`src/rtl/core/sapl_pkg.sv`:
```
// Package for the serial autobaud probe and lock controller.
// Holds the item codes, probe constants and the result type.
// No dependencies.
`default_nettype none

package sapl_pkg;

  localparam logic [1:0] OP_BYTE      = 2'd0;
  localparam logic [1:0] OP_POLL      = 2'd1;
  localparam logic [1:0] OP_POWER_ON  = 2'd2;
  localparam logic [1:0] OP_POWER_OFF = 2'd3;

  localparam logic [1:0] KIND_NONE = 2'd0;
  localparam logic [1:0] KIND_RMC  = 2'd2;

  localparam logic [0:0] CFG_PROBE_MS       = 1'd0;
  localparam logic [0:0] CFG_FIX_MAX_AGE_MS = 1'd1;

  localparam logic [15:0] PROBE_MS_RESET       = 16'd2000;
  localparam logic [15:0] FIX_MAX_AGE_MS_RESET = 16'd2000;

  localparam logic [3:0]  PROBE_LAST = 4'd11;
  localparam logic [15:0] BYTES_MAX  = 16'hFFFF;

  typedef struct packed {
    logic [2:0]  baud_select;
    logic        pins_swapped;
    logic        locked;
    logic        has_fix;
    logic        new_sample;
    logic        report_valid;
    logic [2:0]  report_baud_select;
    logic        report_pins_swapped;
    logic [15:0] report_bytes;
  } sapl_result_t;

endpackage

`default_nettype wire

```
`src/rtl/core/sapl_core.sv`:
```
// State and update logic of the probe and lock controller, one item per cycle while step_i is high.
// Depends on sapl_pkg.
`default_nettype none

module sapl_core (
  input  wire logic                  clk_i,
  input  wire logic                  rst_ni,
  input  wire logic                  step_i,
  input  wire logic [1:0]            opcode_i,
  input  wire logic [31:0]           now_ms_i,
  input  wire logic [1:0]            sentence_kind_i,
  input  wire logic                  fix_valid_i,
  input  wire logic [15:0]           probe_ms_i,
  input  wire logic [15:0]           fix_max_age_ms_i,
  output sapl_pkg::sapl_result_t     result_o
);
  import sapl_pkg::*;

  logic        powered_q, powered_d;
  logic        lock_q, lock_d;
  logic        ever_fixed_q, ever_fixed_d;
  logic [3:0]  probe_index_q, probe_index_d;
  logic [31:0] probe_start_q, probe_start_d;
  logic [31:0] last_sentence_q, last_sentence_d;
  logic [31:0] last_fix_q, last_fix_d;
  logic [15:0] window_bytes_q, window_bytes_d;

  logic [31:0] since_sentence;
  logic [31:0] since_probe;
  logic [31:0] since_fix;
  logic [18:0] silence_limit;
  logic        unlock;
  logic        expire;
  logic        fix_update;

  assign since_sentence = now_ms_i - last_sentence_q;
  assign since_probe    = now_ms_i - probe_start_q;
  assign since_fix      = now_ms_i - last_fix_q;
  assign silence_limit  = {1'b0, probe_ms_i, 2'b00} + {3'b000, probe_ms_i};

  always_comb begin
    powered_d       = powered_q;
    lock_d          = lock_q;
    ever_fixed_d    = ever_fixed_q;
    probe_index_d   = probe_index_q;
    probe_start_d   = probe_start_q;
    last_sentence_d = last_sentence_q;
    last_fix_d      = last_fix_q;
    window_bytes_d  = window_bytes_q;
    unlock          = 1'b0;
    expire          = 1'b0;
    fix_update      = 1'b0;
    result_o        = '0;

    unique case (opcode_i)
      OP_BYTE: begin
        if (powered_q) begin
          if (window_bytes_q != BYTES_MAX) begin
            window_bytes_d = window_bytes_q + 16'd1;
          end
          if (sentence_kind_i != KIND_NONE) begin
            last_sentence_d = now_ms_i;
            lock_d          = 1'b1;
            if (sentence_kind_i == KIND_RMC) begin
              result_o.new_sample = 1'b1;
              if (fix_valid_i) begin
                fix_update   = 1'b1;
                last_fix_d   = now_ms_i;
                ever_fixed_d = 1'b1;
              end
            end
          end
        end
      end
      OP_POLL: begin
        if (powered_q) begin
          unlock = lock_q && (since_sentence > {13'd0, silence_limit});
          // A fresh unlock restarts the window, so it only expires at once for a zero window.
          expire = unlock ? (probe_ms_i == 16'd0)
                          : (!lock_q && (since_probe >= {16'd0, probe_ms_i}));
          if (unlock) begin
            lock_d        = 1'b0;
            probe_start_d = now_ms_i;
          end
          if (expire) begin
            result_o.report_valid        = 1'b1;
            result_o.report_baud_select  = probe_index_q[3:1];
            result_o.report_pins_swapped = probe_index_q[0];
            result_o.report_bytes        = window_bytes_q;
            probe_index_d  = (probe_index_q >= PROBE_LAST) ? 4'd0 : probe_index_q + 4'd1;
            probe_start_d  = now_ms_i;
            window_bytes_d = 16'd0;
          end
        end
      end
      OP_POWER_ON: begin
        if (!powered_q) begin
          powered_d     = 1'b1;
          probe_start_d = now_ms_i;
        end
      end
      OP_POWER_OFF: begin
        powered_d = 1'b0;
      end
      default: begin
        powered_d = powered_q;
      end
    endcase

    result_o.baud_select  = probe_index_d[3:1];
    result_o.pins_swapped = probe_index_d[0];
    result_o.locked       = lock_d;
    result_o.has_fix      = powered_d && ever_fixed_d &&
                            (fix_update || (since_fix <= {16'd0, fix_max_age_ms_i}));
  end

  always_ff @(posedge clk_i or negedge rst_ni) begin
    if (!rst_ni) begin
      powered_q       <= 1'b0;
      lock_q          <= 1'b0;
      ever_fixed_q    <= 1'b0;
      probe_index_q   <= 4'd0;
      probe_start_q   <= 32'd0;
      last_sentence_q <= 32'd0;
      last_fix_q      <= 32'd0;
      window_bytes_q  <= 16'd0;
    end else if (step_i) begin
      powered_q       <= powered_d;
      lock_q          <= lock_d;
      ever_fixed_q    <= ever_fixed_d;
      probe_index_q   <= probe_index_d;
      probe_start_q   <= probe_start_d;
      last_sentence_q <= last_sentence_d;
      last_fix_q      <= last_fix_d;
      window_bytes_q  <= window_bytes_d;
    end
  end

endmodule

`default_nettype wire

```
`src/rtl/core/serial_autobaud_probe_lock.sv`:
```
// An accepted item passes the input register, then the result register, before its result shows.
// Throughput: one item per cycle unless the output is stalled; the state update for an item
// completes in the cycle it leaves the input register, so the next item sees it at once.
// Reset clears the valid flags and core state; both configuration registers return to 2000 ms.
// Top level of the probe and lock controller; depends on sapl_pkg and sapl_core.
`default_nettype none

module serial_autobaud_probe_lock (
  input  wire logic        clk_i,
  input  wire logic        rst_ni,
  input  wire logic        cfg_we_i,
  input  wire logic [0:0]  cfg_index_i,
  input  wire logic [15:0] cfg_data_i,
  input  wire logic        in_valid_i,
  output logic             in_stall_o,
  input  wire logic [1:0]  opcode_i,
  input  wire logic [31:0] now_ms_i,
  input  wire logic [1:0]  sentence_kind_i,
  input  wire logic        fix_valid_i,
  output logic             out_valid_o,
  input  wire logic        out_stall_i,
  output logic [2:0]       baud_select_o,
  output logic             pins_swapped_o,
  output logic             locked_o,
  output logic             has_fix_o,
  output logic             new_sample_o,
  output logic             report_valid_o,
  output logic [2:0]       report_baud_select_o,
  output logic             report_pins_swapped_o,
  output logic [15:0]      report_bytes_o
);
  import sapl_pkg::*;

  logic [15:0]  probe_ms_q;
  logic [15:0]  fix_max_age_ms_q;
  logic         s1_valid_q;
  logic [1:0]   s1_opcode_q;
  logic [31:0]  s1_now_q;
  logic [1:0]   s1_kind_q;
  logic         s1_fix_q;
  logic         s1_fire;
  logic         in_accept;
  logic         out_valid_q;
  sapl_result_t result_d;
  sapl_result_t result_q;

  assign s1_fire    = s1_valid_q && (!out_valid_q || !out_stall_i);
  assign in_stall_o = s1_valid_q && !s1_fire;
  assign in_accept  = in_valid_i && !in_stall_o;

  always_ff @(posedge clk_i or negedge rst_ni) begin
    if (!rst_ni) begin
      probe_ms_q       <= PROBE_MS_RESET;
      fix_max_age_ms_q <= FIX_MAX_AGE_MS_RESET;
    end else if (cfg_we_i) begin
      unique case (cfg_index_i)
        CFG_PROBE_MS:       probe_ms_q       <= cfg_data_i;
        CFG_FIX_MAX_AGE_MS: fix_max_age_ms_q <= cfg_data_i;
        default:            probe_ms_q       <= probe_ms_q;
      endcase
    end
  end

  always_ff @(posedge clk_i or negedge rst_ni) begin
    if (!rst_ni) begin
      s1_valid_q  <= 1'b0;
      out_valid_q <= 1'b0;
    end else begin
      s1_valid_q  <= in_accept || (s1_valid_q && !s1_fire);
      out_valid_q <= s1_fire || (out_valid_q && out_stall_i);
    end
  end

  always_ff @(posedge clk_i) begin
    if (in_accept) begin
      s1_opcode_q <= opcode_i;
      s1_now_q    <= now_ms_i;
      s1_kind_q   <= sentence_kind_i;
      s1_fix_q    <= fix_valid_i;
    end
    if (s1_fire) begin
      result_q <= result_d;
    end
  end

  sapl_core u_core (
    .clk_i            (clk_i),
    .rst_ni           (rst_ni),
    .step_i           (s1_fire),
    .opcode_i         (s1_opcode_q),
    .now_ms_i         (s1_now_q),
    .sentence_kind_i  (s1_kind_q),
    .fix_valid_i      (s1_fix_q),
    .probe_ms_i       (probe_ms_q),
    .fix_max_age_ms_i (fix_max_age_ms_q),
    .result_o         (result_d)
  );

  assign out_valid_o           = out_valid_q;
  assign baud_select_o         = result_q.baud_select;
  assign pins_swapped_o        = result_q.pins_swapped;
  assign locked_o              = result_q.locked;
  assign has_fix_o             = result_q.has_fix;
  assign new_sample_o          = result_q.new_sample;
  assign report_valid_o        = result_q.report_valid;
  assign report_baud_select_o  = result_q.report_baud_select;
  assign report_pins_swapped_o = result_q.report_pins_swapped;
  assign report_bytes_o        = result_q.report_bytes;

endmodule

`default_nettype wire

```
`config.mk`:
```
export PLATFORM = sky130hd
export DESIGN_NAME = serial_autobaud_probe_lock
export DESIGN_NICKNAME = d
export VERILOG_FILES = /design/src/rtl/core/sapl_pkg.sv /design/src/rtl/core/sapl_core.sv /design/src/rtl/core/serial_autobaud_probe_lock.sv
export SDC_FILE = /design/constraint.sdc
export NUM_CORES = 1
export LEC_CHECK = 0
export BUFFER_PORTS_ARGS = -buffer_cell sky130_fd_sc_hd__buf_2
export CORE_ASPECT_RATIO = 1.4
export CORE_MARGIN = 2
export CORE_UTILIZATION = 35
export CTS_CLUSTER_DIAMETER = 100
export DETAILED_ROUTE_END_ITERATION = 16
export PLACE_DENSITY_LB_ADDON = 0.25
export SETUP_SLACK_MARGIN = 0.05
export SYNTH_ARGS = -nofsm -noshare
export SYNTH_HDL_FRONTEND = slang
export SYNTH_SLANG_ARGS = --single-unit
```
`constraint.sdc`:
```
create_clock -name clk_i -period 6.4 [get_ports clk_i]
set_clock_uncertainty 0.05 [all_clocks]
set_input_delay 0.32 -clock clk_i [delete_from_list [all_inputs] [get_ports clk_i]]
set_output_delay 0.32 -clock clk_i [all_outputs]
set_load 0.005 [all_outputs]
```
==> results of run 1 <==
## per-layer routing
metal | wire [um] | global-route usage | part of all wire
met1 | 16900 | 0.202 | 0.40
met2 | 22000 | 0.334 | 0.52
met3 | 1240 | 0.0181 | 0.029
met4 | 1850 | 0.0772 | 0.044
met5 | 0 | 0 | 0
## cells in the final DEF, fill, tap and decap left out, drive strengths merged, types with 23 or more instances in the layout
cell           n
mux2          85
xnor2         42
nand4         26
a21oi        139
nand3         40
inv          164
a31oi         23
nor2          93
o21ai        126
and2          27
a21o          54
xor2          29
edfxtp        65
buf          100
clkbuf        35
nand2        159
dlygate4sd3   54
dfrtp        141
ha           160
## critical path, stage by stage, from the launching register on
cell       delay, ps
dfrtp_1          410
ha_1             230
fa_1             410
a21o_1           180
a21oi_1          230
o21bai_1          90
a21oi_1          230
o21bai_1         110
a21oi_2          180
o21bai_1         110
a21oi_2          190
o21ai_1          180
mux2i_1          170
a2111oi_2        360
ha_1             280
and3_1           190
a211oi_1         230
a21oi_1          100
a21oi_1          160
nand4b_1         110
or4b_1           590
nor4_4           290
o32ai_4          140
buf_12           210
mux2_4           330
## timing repair
action,CTS,global route
resized for setup,0,10
endpoints found under the setup margin,0,76
hold endpoints to repair,91,0
hold buffers,54,0
## power by group
part	switching [mW]	total [mW]	internal, mW
registers	0.171	1.90	1.73
clock network	0.596	1.36	0.769
logic	2.25	3.90	1.65
total	3.02	7.17	4.16
## kinds of logic after synthesis
logic type | Yosys count
muxes | 97
and+or+nand+nor | 475
xor gates and xnor gates | 71
buffers and inverters | 220
adders and majority gates | 164
AOI/OAI and AO/OA | 505
DFF | 218
## area by class of cell
type,instances,share of cell area
flip-flops and latches,218,0.311
multi-input cells,1312,0.516
inverters,162,0.0326
well taps,617,0.0414
clock buffers,35,0.0377
clock inverters,10,0.00335
repair buffers,154,0.0584
## sequential cells by signal (all words and copies together) (netlist names), 2 cells and up
signal	cells
probe_ms_q	16
fix_max_age_ms_q	16
u_core.last_fix_q	32
report_bytes_o	16
s1_now_q	32
s1_opcode_q	2
u_core.probe_start_q	32
u_core.last_sentence_q	32
u_core.probe_index_q	4
s1_kind_q	2
baud_select_o	3
u_core.window_bytes_q	16
report_baud_select_o	3
## worst max-delay path by stage
stage	from	end
after floorplan	probe_ms_q[0]	u_core.probe_start_q[10]
after global placement	probe_ms_q[2]	u_core.probe_start_q[2]
after detailed placement	probe_ms_q[2]	u_core.probe_start_q[2]
after CTS	probe_ms_q[2]	u_core.window_bytes_q[13]
after global routing	probe_ms_q[2]	u_core.probe_start_q[10]
final	probe_ms_q[2]	u_core.probe_start_q[5]
==> run metrics, run 1 <==
CTS tree=yes; die area=48000 um^2; Post-Syn Nets=1973; cell taking the most area after synthesis=dfrtp_1; hpwl dp=32700 um; area of the multi-input gates=9620 um^2; Max-slew headroom=0.274; R2R depth=24; Seq/Total Area, Yosys=0.358; register area=5800 um^2; Final #Nets=2096; Hold EP=probe_ms_q[11]; kind of critical path=register to register; WL/cell=16.7 um; largest net degree at the start of global routing=61; Main synth FF type=dfrtp_1; DR vias/cell=5.30; CTS Sinks=218; Area Growth Syn to Fin=15.2%; cell area after layout=18600 um^2; I/O pin count=89; Tcrit/Tclk final=0.927; PD cells=385 nW/um^2; Final TNS setup=0 ps; I/O Buffers=88; mapped cell area=16200 um^2; Pleak=8.25 nW; EDFF count, synth=65; Root Driver=clkbuf_16; main combinational cell family by area after synthesis=compound AO/OA/AOI/OAI gates; Clock Path Buffers=3; grt total ovfl=0; Clk pin slew, worst setup/hold paths=60 ps; Post-Place Cell Area=17300 um^2; Final Hold Viols=0; row cnt=93; synth cell count leaders=161 x inv_1, 160 x ha_1, 159 x nand2_1; Starting Density=0.353; Mapped Cells=1750; most common cell in the netlist=inv_1; Clk Latency, worst-skew pair=540 ps; status=complete, no violations; R2R setup slack=470 ps; Crit Reg-Reg Endpoint=u_core.probe_start_q[5]; final WL=42000 um; r2r startpoint=probe_ms_q[2]; Synth Area in XOR/XNOR=0.0384; async set or reset register ratio after synthesis=0.702; final setup fails=0; final worst setup slack=468 ps; VDD IR max=205 uV; synth top area cells=dfrtp_1 22%, ha_1 12%, edfxtp_1 12%; CP arrival=6310 ps; Yosys warnings=0; Startpoint Class=register; syn avg cell area=9.25 um^2; Setup Fix Bufs, Post-CTS=0; slew at the pin closest to its max-slew limit=1080 ps; fmax=0.169 GHz; Critical Path Sink Type=register; vias in the first global route=13554; layout cells sized above 1=0.145; hold path start=cfg_data_i[11]; Hold Path Class=primary input to register; CTS Buf Count=25; Simple-Gate Fraction of Synth Area=0.144; # DRC=0; CP Max Fanout=32; Worst Hold Depth=3; RSZ-0062 raised after global routing=no; Synth Register Bits=218; multiplexer share of the synthesized area=0.0735; Final Non-Filler Cells=2508; H-tree levels=1; post-synthesis adder-cell area fraction=0.129; final core utilization=0.407; Pins Over Slew Limit=0; Die H=258 um; worst hold slack=58.2 ps; library cells used by synthesis=90; first-pass GRT wire length=68700 um; top cell type's share of synthesized area=0.218; fillcell total=4683; Initial DRC Count=529; GRT Total Usage=0.178; Pwr Total=7.17 mW; Inst Count DP=2409; min Tclk post-route=5930 ps; Placer Congestion=0.897; CP required=6770 ps; vias=13295; Antenna Nets Post-Route=0; max-cap violations=0; DRT Pass-1 Iters=5; chip width=186 um; DP Worst Slack=180 ps; initial antenna violation count=0; post-synthesis compound-gate area fraction=0.204; CORE AREA=45800 um^2; antenna cell count=0
No activity file was read; power rests on OpenSTA's default activity.
==> inputs of run 2 (changes only) <==
--- a/config.mk
+++ b/config.mk
@@ -8,7 +8,7 @@
 export BUFFER_PORTS_ARGS = -buffer_cell sky130_fd_sc_hd__buf_2
 export CORE_ASPECT_RATIO = 1.4
 export CORE_MARGIN = 2
-export CORE_UTILIZATION = 35
+export CORE_UTILIZATION = 40
 export CTS_CLUSTER_DIAMETER = 100
 export DETAILED_ROUTE_END_ITERATION = 16
 export PLACE_DENSITY_LB_ADDON = 0.25
==> run 2 against run 1 <==
Net effect:
- first-iteration DRC count grew 14%
- global-route usage increased by 1.7 points
- register-to-register slack barely moved
- utilization increased by 5.4 points
- non-clock buffer count is 4 lower
- worst setup slack got worse by 1.1 ps
- cell count decreased by 3.4%
- fmax barely moved
- die area down 12%
- sequential cell count stayed put
- via count hardly changed
- critical path type unchanged
==> run metrics, run 2 (synthesis results as in run 1) <==
final setup fails=0 (unchanged); Clk pin slew, worst setup/hold paths=60 ps (about the same); Critical Path Sink Type=register (unchanged); Inst Count DP=2324 (was 2409); DRT Pass-1 Iters=7 (was 5); Clock Path Buffers=3 (unchanged); layout cells sized above 1=0.144 (was 0.145); Hold Path Class=primary input to register (unchanged); Final Hold Viols=0 (unchanged); GRT Total Usage=0.195 (was 0.178); Max-slew headroom=0.271 (was 0.274); row cnt=87 (was 93); vias in the first global route=13395 (was 13554); Starting Density=0.403 (was 0.353); Placer Congestion=0.928 (was 0.897); min Tclk post-route=5930 ps (about the same); chip width=174 um (was 186 um); CP required=6780 ps (was 6770 ps); largest net degree at the start of global routing=86 (was 61); CTS Buf Count=25 (unchanged); Startpoint Class=register (unchanged); Tcrit/Tclk final=0.927 (about the same); final WL=41300 um (was 42000 um); Worst Hold Depth=3 (unchanged); met1 Use GR=0.217 (was 0.202); fmax=0.169 GHz (about the same); I/O Buffers=88 (unchanged); area of the multi-input gates=9600 um^2 (was 9620 um^2); Final #Nets=2092 (was 2096); Root Driver=clkbuf_16 (unchanged); antenna cell count=0 (unchanged); Post-Place Cell Area=17200 um^2 (was 17300 um^2); I/O pin count=89 (unchanged); CP Max Fanout=32 (unchanged); final core utilization=0.461 (was 0.407); slew at the pin closest to its max-slew limit=1090 ps (was 1080 ps); max-cap violations=0 (unchanged); # DRC=0 (unchanged); die area=42100 um^2 (was 48000 um^2); Initial DRC Count=602 (was 529); highest-count cells in the layout ignoring fill and taps=161 x inv_1, 160 x ha_1, 159 x nand2_1, 141 x dfrtp_1, 136 x a21oi_1 (was 161 x inv_1, 160 x ha_1, 159 x nand2_1, 141 x dfrtp_1, 135 x a21oi_1); Crit Reg-Reg Endpoint=u_core.probe_start_q[8] (was u_core.probe_start_q[5]); GR peak layer=met2 (unchanged); CP arrival=6310 ps (about the same); first-pass GRT wire length=67300 um (was 68700 um); cell area after layout=18500 um^2 (was 18600 um^2); initial antenna violation count=0 (unchanged); Die H=242 um (was 258 um); grt total ovfl=0 (unchanged); R2R depth=24 (unchanged); PD cells=389 nW/um^2 (was 385 nW/um^2); Pleak=8.24 nW (was 8.25 nW); Setup Fix Bufs, Post-CTS=0 (unchanged); Final Non-Filler Cells=2422 (was 2508); Hold EP=probe_ms_q[14] (was probe_ms_q[11]); Critical Path Start=probe_ms_q[2] (unchanged); H-tree levels=1 (unchanged); fillcell total=3870 (was 4683); vias=13285 (was 13295); WL/cell=17.1 um (was 16.7 um); most common cell after layout, fill and taps aside=inv_1 (unchanged); worst hold slack=29.2 ps (was 58.2 ps); Clk Latency, worst-skew pair=550 ps (was 540 ps); CTS Sinks=218 (unchanged); CTS tree=yes (unchanged); Pins Over Slew Limit=0 (unchanged); met3 Usage GRT=0.0193 (was 0.0181); Final TNS setup=0 ps (unchanged); M2 GR Usage=0.374 (was 0.334); VDD IR max=222 uV (was 205 uV); RSZ-0062 raised after global routing=no (unchanged); R2R setup slack=470 ps (about the same); kind of critical path=register to register (unchanged); DR vias/cell=5.49 (was 5.30); hold path start=cfg_data_i[14] (was cfg_data_i[11]); CORE AREA=40200 um^2 (was 45800 um^2); Area Growth Syn to Fin=14.4% (was 15.2%); status=complete, no violations (unchanged); register area=5800 um^2 (unchanged); hpwl dp=31800 um (was 32700 um); r2r startpoint=probe_ms_q[2] (unchanged); Antenna Nets Post-Route=0 (unchanged)
==> run 2: worst max path at each step <==
stage	to	slack, ps	cells past startpoint
detailed placement	u_core.probe_start_q[3]	100	24
finish	u_core.probe_start_q[8]	470	24
CTS	u_core.probe_start_q[8]	60	24
floorplan	u_core.probe_start_q[10]	920	24
global placement	u_core.probe_start_q[2]	270	24
global route	u_core.probe_start_q[8]	20	24
==> run 2: report_power, final <==
group | total (mW) | switching (mW) | internal (mW)
Sequential | 1.90 | 0.168 | 1.73
Clock | 1.42 | 0.608 | 0.809
Combinational | 3.89 | 2.24 | 1.65
==> run 2: per-layer routing <==
metal  vias up  share of wire
li1       6610              -
met1      6343           0.41
met2       241           0.52
met3        91          0.031
met4         0          0.041
met5         -              0
==> run 2: through the flow <==
step                      setup slack, ps  power (mW)
after global routing                 15.3        7.81
after floorplan                       915        4.84
after detailed placement              102        5.74
final                                 467        7.21
after CTS                            57.2        7.24
after global placement                270        5.66
==> run 2: critical path, cell delays in order, from the launching register on <==
cell	delay, ps
dfrtp_1	420
ha_1	230
fa_1	420
a21o_1	180
a21oi_1	210
o21bai_1	90
a21oi_1	240
o21bai_1	100
a21oi_1	220
o21bai_1	110
a21oi_2	210
o21ai_2	130
mux2i_1	140
a2111oi_2	380
ha_1	290
and3_1	190
a211oi_1	220
a21oi_1	90
a21oi_1	160
nand4b_1	100
or4b_1	600
nor4_4	310
o32ai_4	150
buf_12	210
mux2_4	330
==> run 2: final cells by class <==
class                   count  share of cell area
well taps                 534              0.0361
repair buffers            150              0.0570
inverters                 162              0.0328
flip-flops and latches    218               0.313
clock buffers              31              0.0350
clock inverters            15             0.00797
multi-input cells        1312               0.518
==> run 2: what timing repair did <==
action,in CTS,in global routing
setup endpoints to repair,0,77
gates resized for setup,0,8
endpoints found under the hold margin,131,0
hold buffers,52,0
==> inputs of run 3 (changes only) <==
--- a/config.mk
+++ b/config.mk
@@ -5,6 +5,7 @@
 export SDC_FILE = /design/constraint.sdc
 export NUM_CORES = 1
 export LEC_CHECK = 0
+export ABC_AREA = 1
 export BUFFER_PORTS_ARGS = -buffer_cell sky130_fd_sc_hd__buf_2
 export CORE_ASPECT_RATIO = 1.4
 export CORE_MARGIN = 2
==> run 3 against run 2 <==
Net effect:
- sequential cell count is the same
- clock-buffer cell count is 6 higher
- sequential share of layout area down 1.8 points
- die area grew 7.3%
- non-clock buffer count decreased by 18
- critical path depth grew 2
- worst setup slack improved by 790 ps
- register-to-register slack gained 790 ps
- cell count rose by 31%
- clock power increased by 8%
- first-iteration DRC count is 44% higher
- critical endpoint is now u_core.probe_start_q[0]
- highest routed layer unchanged
==> run metrics, run 3 <==
CP arrival=5500 ps (was 6310 ps); Die H=251 um (was 242 um); synth top area cells=dfrtp_1 20%, nand2_1 16%, ha_1 12% (was dfrtp_1 22%, ha_1 12%, edfxtp_1 12%); Seq/Total Area, Yosys=0.333 (was 0.358); layout cells sized above 1=0.0844 (was 0.144); vias=15819 (was 13285); chip width=180 um (was 174 um); WL/cell=16.4 um (was 17.1 um); syn avg cell area=7.00 um^2 (was 9.25 um^2); Main synth FF type=dfrtp_1 (unchanged); CP bufs+invs=1 (unchanged); largest net degree at the start of global routing=72 (was 86); Synth Area in XOR/XNOR=0.0408 (was 0.0384); Simple-Gate Fraction of Synth Area=0.276 (was 0.144); main combinational cell family by area after synthesis=simple AND/OR/NAND/NOR gates (was compound AO/OA/AOI/OAI gates); async set or reset register ratio after synthesis=0.702 (unchanged); Max-slew headroom=0.282 (was 0.271); slew at the pin closest to its max-slew limit=1070 ps (was 1090 ps); die area=45200 um^2 (was 42100 um^2); multiplexer share of the synthesized area=0 (was 0.0735); RSZ-0062 raised after global routing=no (unchanged); first-pass GRT wire length=82200 um (was 67300 um); cell taking the most area after synthesis=dfrtp_1 (unchanged); worst hold slack=32.2 ps (was 29.2 ps); min Tclk post-route=5140 ps (was 5930 ps); Clock Path Buffers=3 (unchanged); grt total ovfl=0 (unchanged); initial antenna violation count=0 (unchanged); H-tree levels=1 (unchanged); final setup fails=0 (unchanged); DRT Pass-1 Iters=5 (was 7); Final #Nets=2834 (was 2092); synth cell count leaders=757 x nand2_1, 466 x inv_1, 196 x nor2_1 (was 161 x inv_1, 160 x ha_1, 159 x nand2_1); Inst Count DP=3095 (was 2324); Pleak=10.1 nW (was 8.24 nW); PD cells=371 nW/um^2 (was 389 nW/um^2); CTS Buf Count=26 (was 25); CTS tree=yes (unchanged); Synth Register Bits=218 (unchanged); Critical Path Sink Type=register (unchanged); Final TNS setup=0 ps (unchanged); Clk Latency, worst-skew pair=570 ps (was 550 ps); Yosys warnings=0 (unchanged); kind of critical path=register to register (unchanged); post-synthesis adder-cell area fraction=0.120 (was 0.129); Root Driver=clkbuf_16 (unchanged); row cnt=90 (was 87); Final Non-Filler Cells=3183 (was 2422); DR vias/cell=4.97 (was 5.49); CP required=6760 ps (was 6780 ps); Mapped Cells=2484 (was 1750); max-cap violations=0 (unchanged); CP max-delay cell=nand2_4 (was or4b_1); I/O pin count=89 (unchanged); hpwl dp=42700 um (was 31800 um); CORE AREA=43000 um^2 (was 40200 um^2); post-synthesis compound-gate area fraction=0.118 (was 0.204); Tcrit/Tclk final=0.803 (was 0.927); Starting Density=0.404 (was 0.403); Startpoint Class=register (unchanged); VDD IR max=230 uV (was 222 uV); top cell type's share of synthesized area=0.203 (was 0.218); Initial DRC Count=868 (was 602); Area Growth Syn to Fin=13.1% (was 14.4%); # DRC=0 (unchanged); critical path's top delay family=simple AND/OR/NAND/NOR gates (was compound AO/OA/AOI/OAI gates); worst stage delay on the critical path=620 ps (was 600 ps); antenna cell count=0 (unchanged); I/O Buffers=88 (unchanged); EDFF count, synth=65 (unchanged); vias in the first global route=15317 (was 13395); fmax=0.195 GHz (was 0.169 GHz); Placer Congestion=0.942 (was 0.928); Hold Path Class=primary input to register (unchanged); CTS Sinks=218 (unchanged); GRT Total Usage=0.228 (was 0.195); final WL=52100 um (was 41300 um); Final Hold Viols=0 (unchanged); mapped cell area=17400 um^2 (was 16200 um^2); Antenna Nets Post-Route=0 (unchanged); Post-Syn Nets=2707 (was 1973); cell mode on critical path=nand2_1 (was a21oi_1); Pins Over Slew Limit=0 (unchanged); Clk pin slew, worst setup/hold paths=60 ps (about the same); status=complete, no violations (unchanged); fillcell total=4526 (was 3870); library cells used by synthesis=52 (was 90); most common cell after layout, fill and taps aside=nand2_1 (was inv_1); most common cell in the netlist=nand2_1 (was inv_1); highest-count cells in the layout ignoring fill and taps=756 x nand2_1, 465 x inv_1, 196 x nor2_1, 160 x ha_1, 143 x o21ai_0 (was 161 x inv_1, 160 x ha_1, 159 x nand2_1, 141 x dfrtp_1, 136 x a21oi_1); CP Max Fanout=64 (was 32)
-- run 3: stage by stage --
stage          setup WS (ps)   util  power, mW  instance area, um^2
2_1_floorplan           2350      -       4.72                17400
3_3_place_gp            1490  0.427       5.66                18400
6_report                1260  0.457       7.29                19700
3_5_place_dp            1360  0.427       5.73                18400
4_1_cts                 1330  0.457       7.31                19700
5_1_grt                  746  0.457       7.94                19700
-- run 3: cells by family after synthesis --
| family | Yosys count |
|---|---|
| compound gates | 353 |
| flops | 218 |
| xor+xnor | 81 |
| buf+inv | 503 |
| fa+ha+maj | 164 |
| simple gates | 1165 |
-- run 3: worst register-to-register path, stage by stage (launching register included) --
cell and delay (ps):
dfstp_2 570, ha_1 180, inv_1 100, nor3_1 190, nand2_1 80, o211ai_1 160
a21oi_1 130, o21bai_1 220, a21oi_1 90, o21ai_0 280, a21oi_1 100, o21ai_0 200
xor2_1 110, ha_1 330, nand4_1 150, nor3_1 280, nand2_1 80, nand2_1 60
nand3_1 70, nor2_1 190, nand2_1 90, nor2_2 100, nand3_2 130, nand2_1 110
nand3_2 90, nand2_4 620, o21ai_0 250
-- run 3: final timing paths --
| path | to | slack (ps) | cells after the start | startpoint |
|---|---|---|---|---|
| worst max-delay path | u_core.probe_start_q[0] | 1260 | 26 | probe_ms_q[4] |
| worst min-delay path | probe_ms_q[13] | 30 | 3 | cfg_data_i[13] |
| worst max register to register | u_core.probe_start_q[0] | 1260 | 26 | probe_ms_q[4] |
| worst min register to register | u_core.probe_start_q[6] | 430 | 2 | u_core.probe_start_q[6] |
| max in group asynchronous | u_core.probe_start_q[0] | 4820 | 3 | rst_ni |
| min in group asynchronous | u_core.probe_index_q[3] | 270 | 2 | rst_ni |
-- run 3: cell type report --
type	count	area, um^2	share of cell area
sequential	218	5800	0.295
clock buffer	37	754	0.0384
inverter	470	1760	0.0897
multi-input combinational	1763	9640	0.490
timing repair buffer	132	877	0.0446
tap	552	691	0.0351
clock inverter	11	138	0.00700
-- run 3: report_power, final --
part / leakage (nW) / internal (mW) / switching (mW)
clock network: 0.435 / 0.909 / 0.620
logic: 7.14 / 1.37 / 2.44
registers: 2.56 / 1.74 / 0.213
total: 10.1 / 4.02 / 3.27
-- run 3: what timing repair did --
item                      4_1_cts  5_1_grt
hold buffers                   40        0
resized for setup               0        0
hold endpoints to repair      102        0
buffers inserted                0        0
-- run 3: per-layer routing --
| layer | global-route usage | part of all wire | routed length (um) |
|---|---|---|---|
| met2 | 0.433 | 0.52 | 26900 |
| met5 | 0 | 0 | 0 |
| met3 | 0.0201 | 0.039 | 2030 |
| met4 | 0.0866 | 0.040 | 2070 |
| met1 | 0.264 | 0.40 | 21100 |
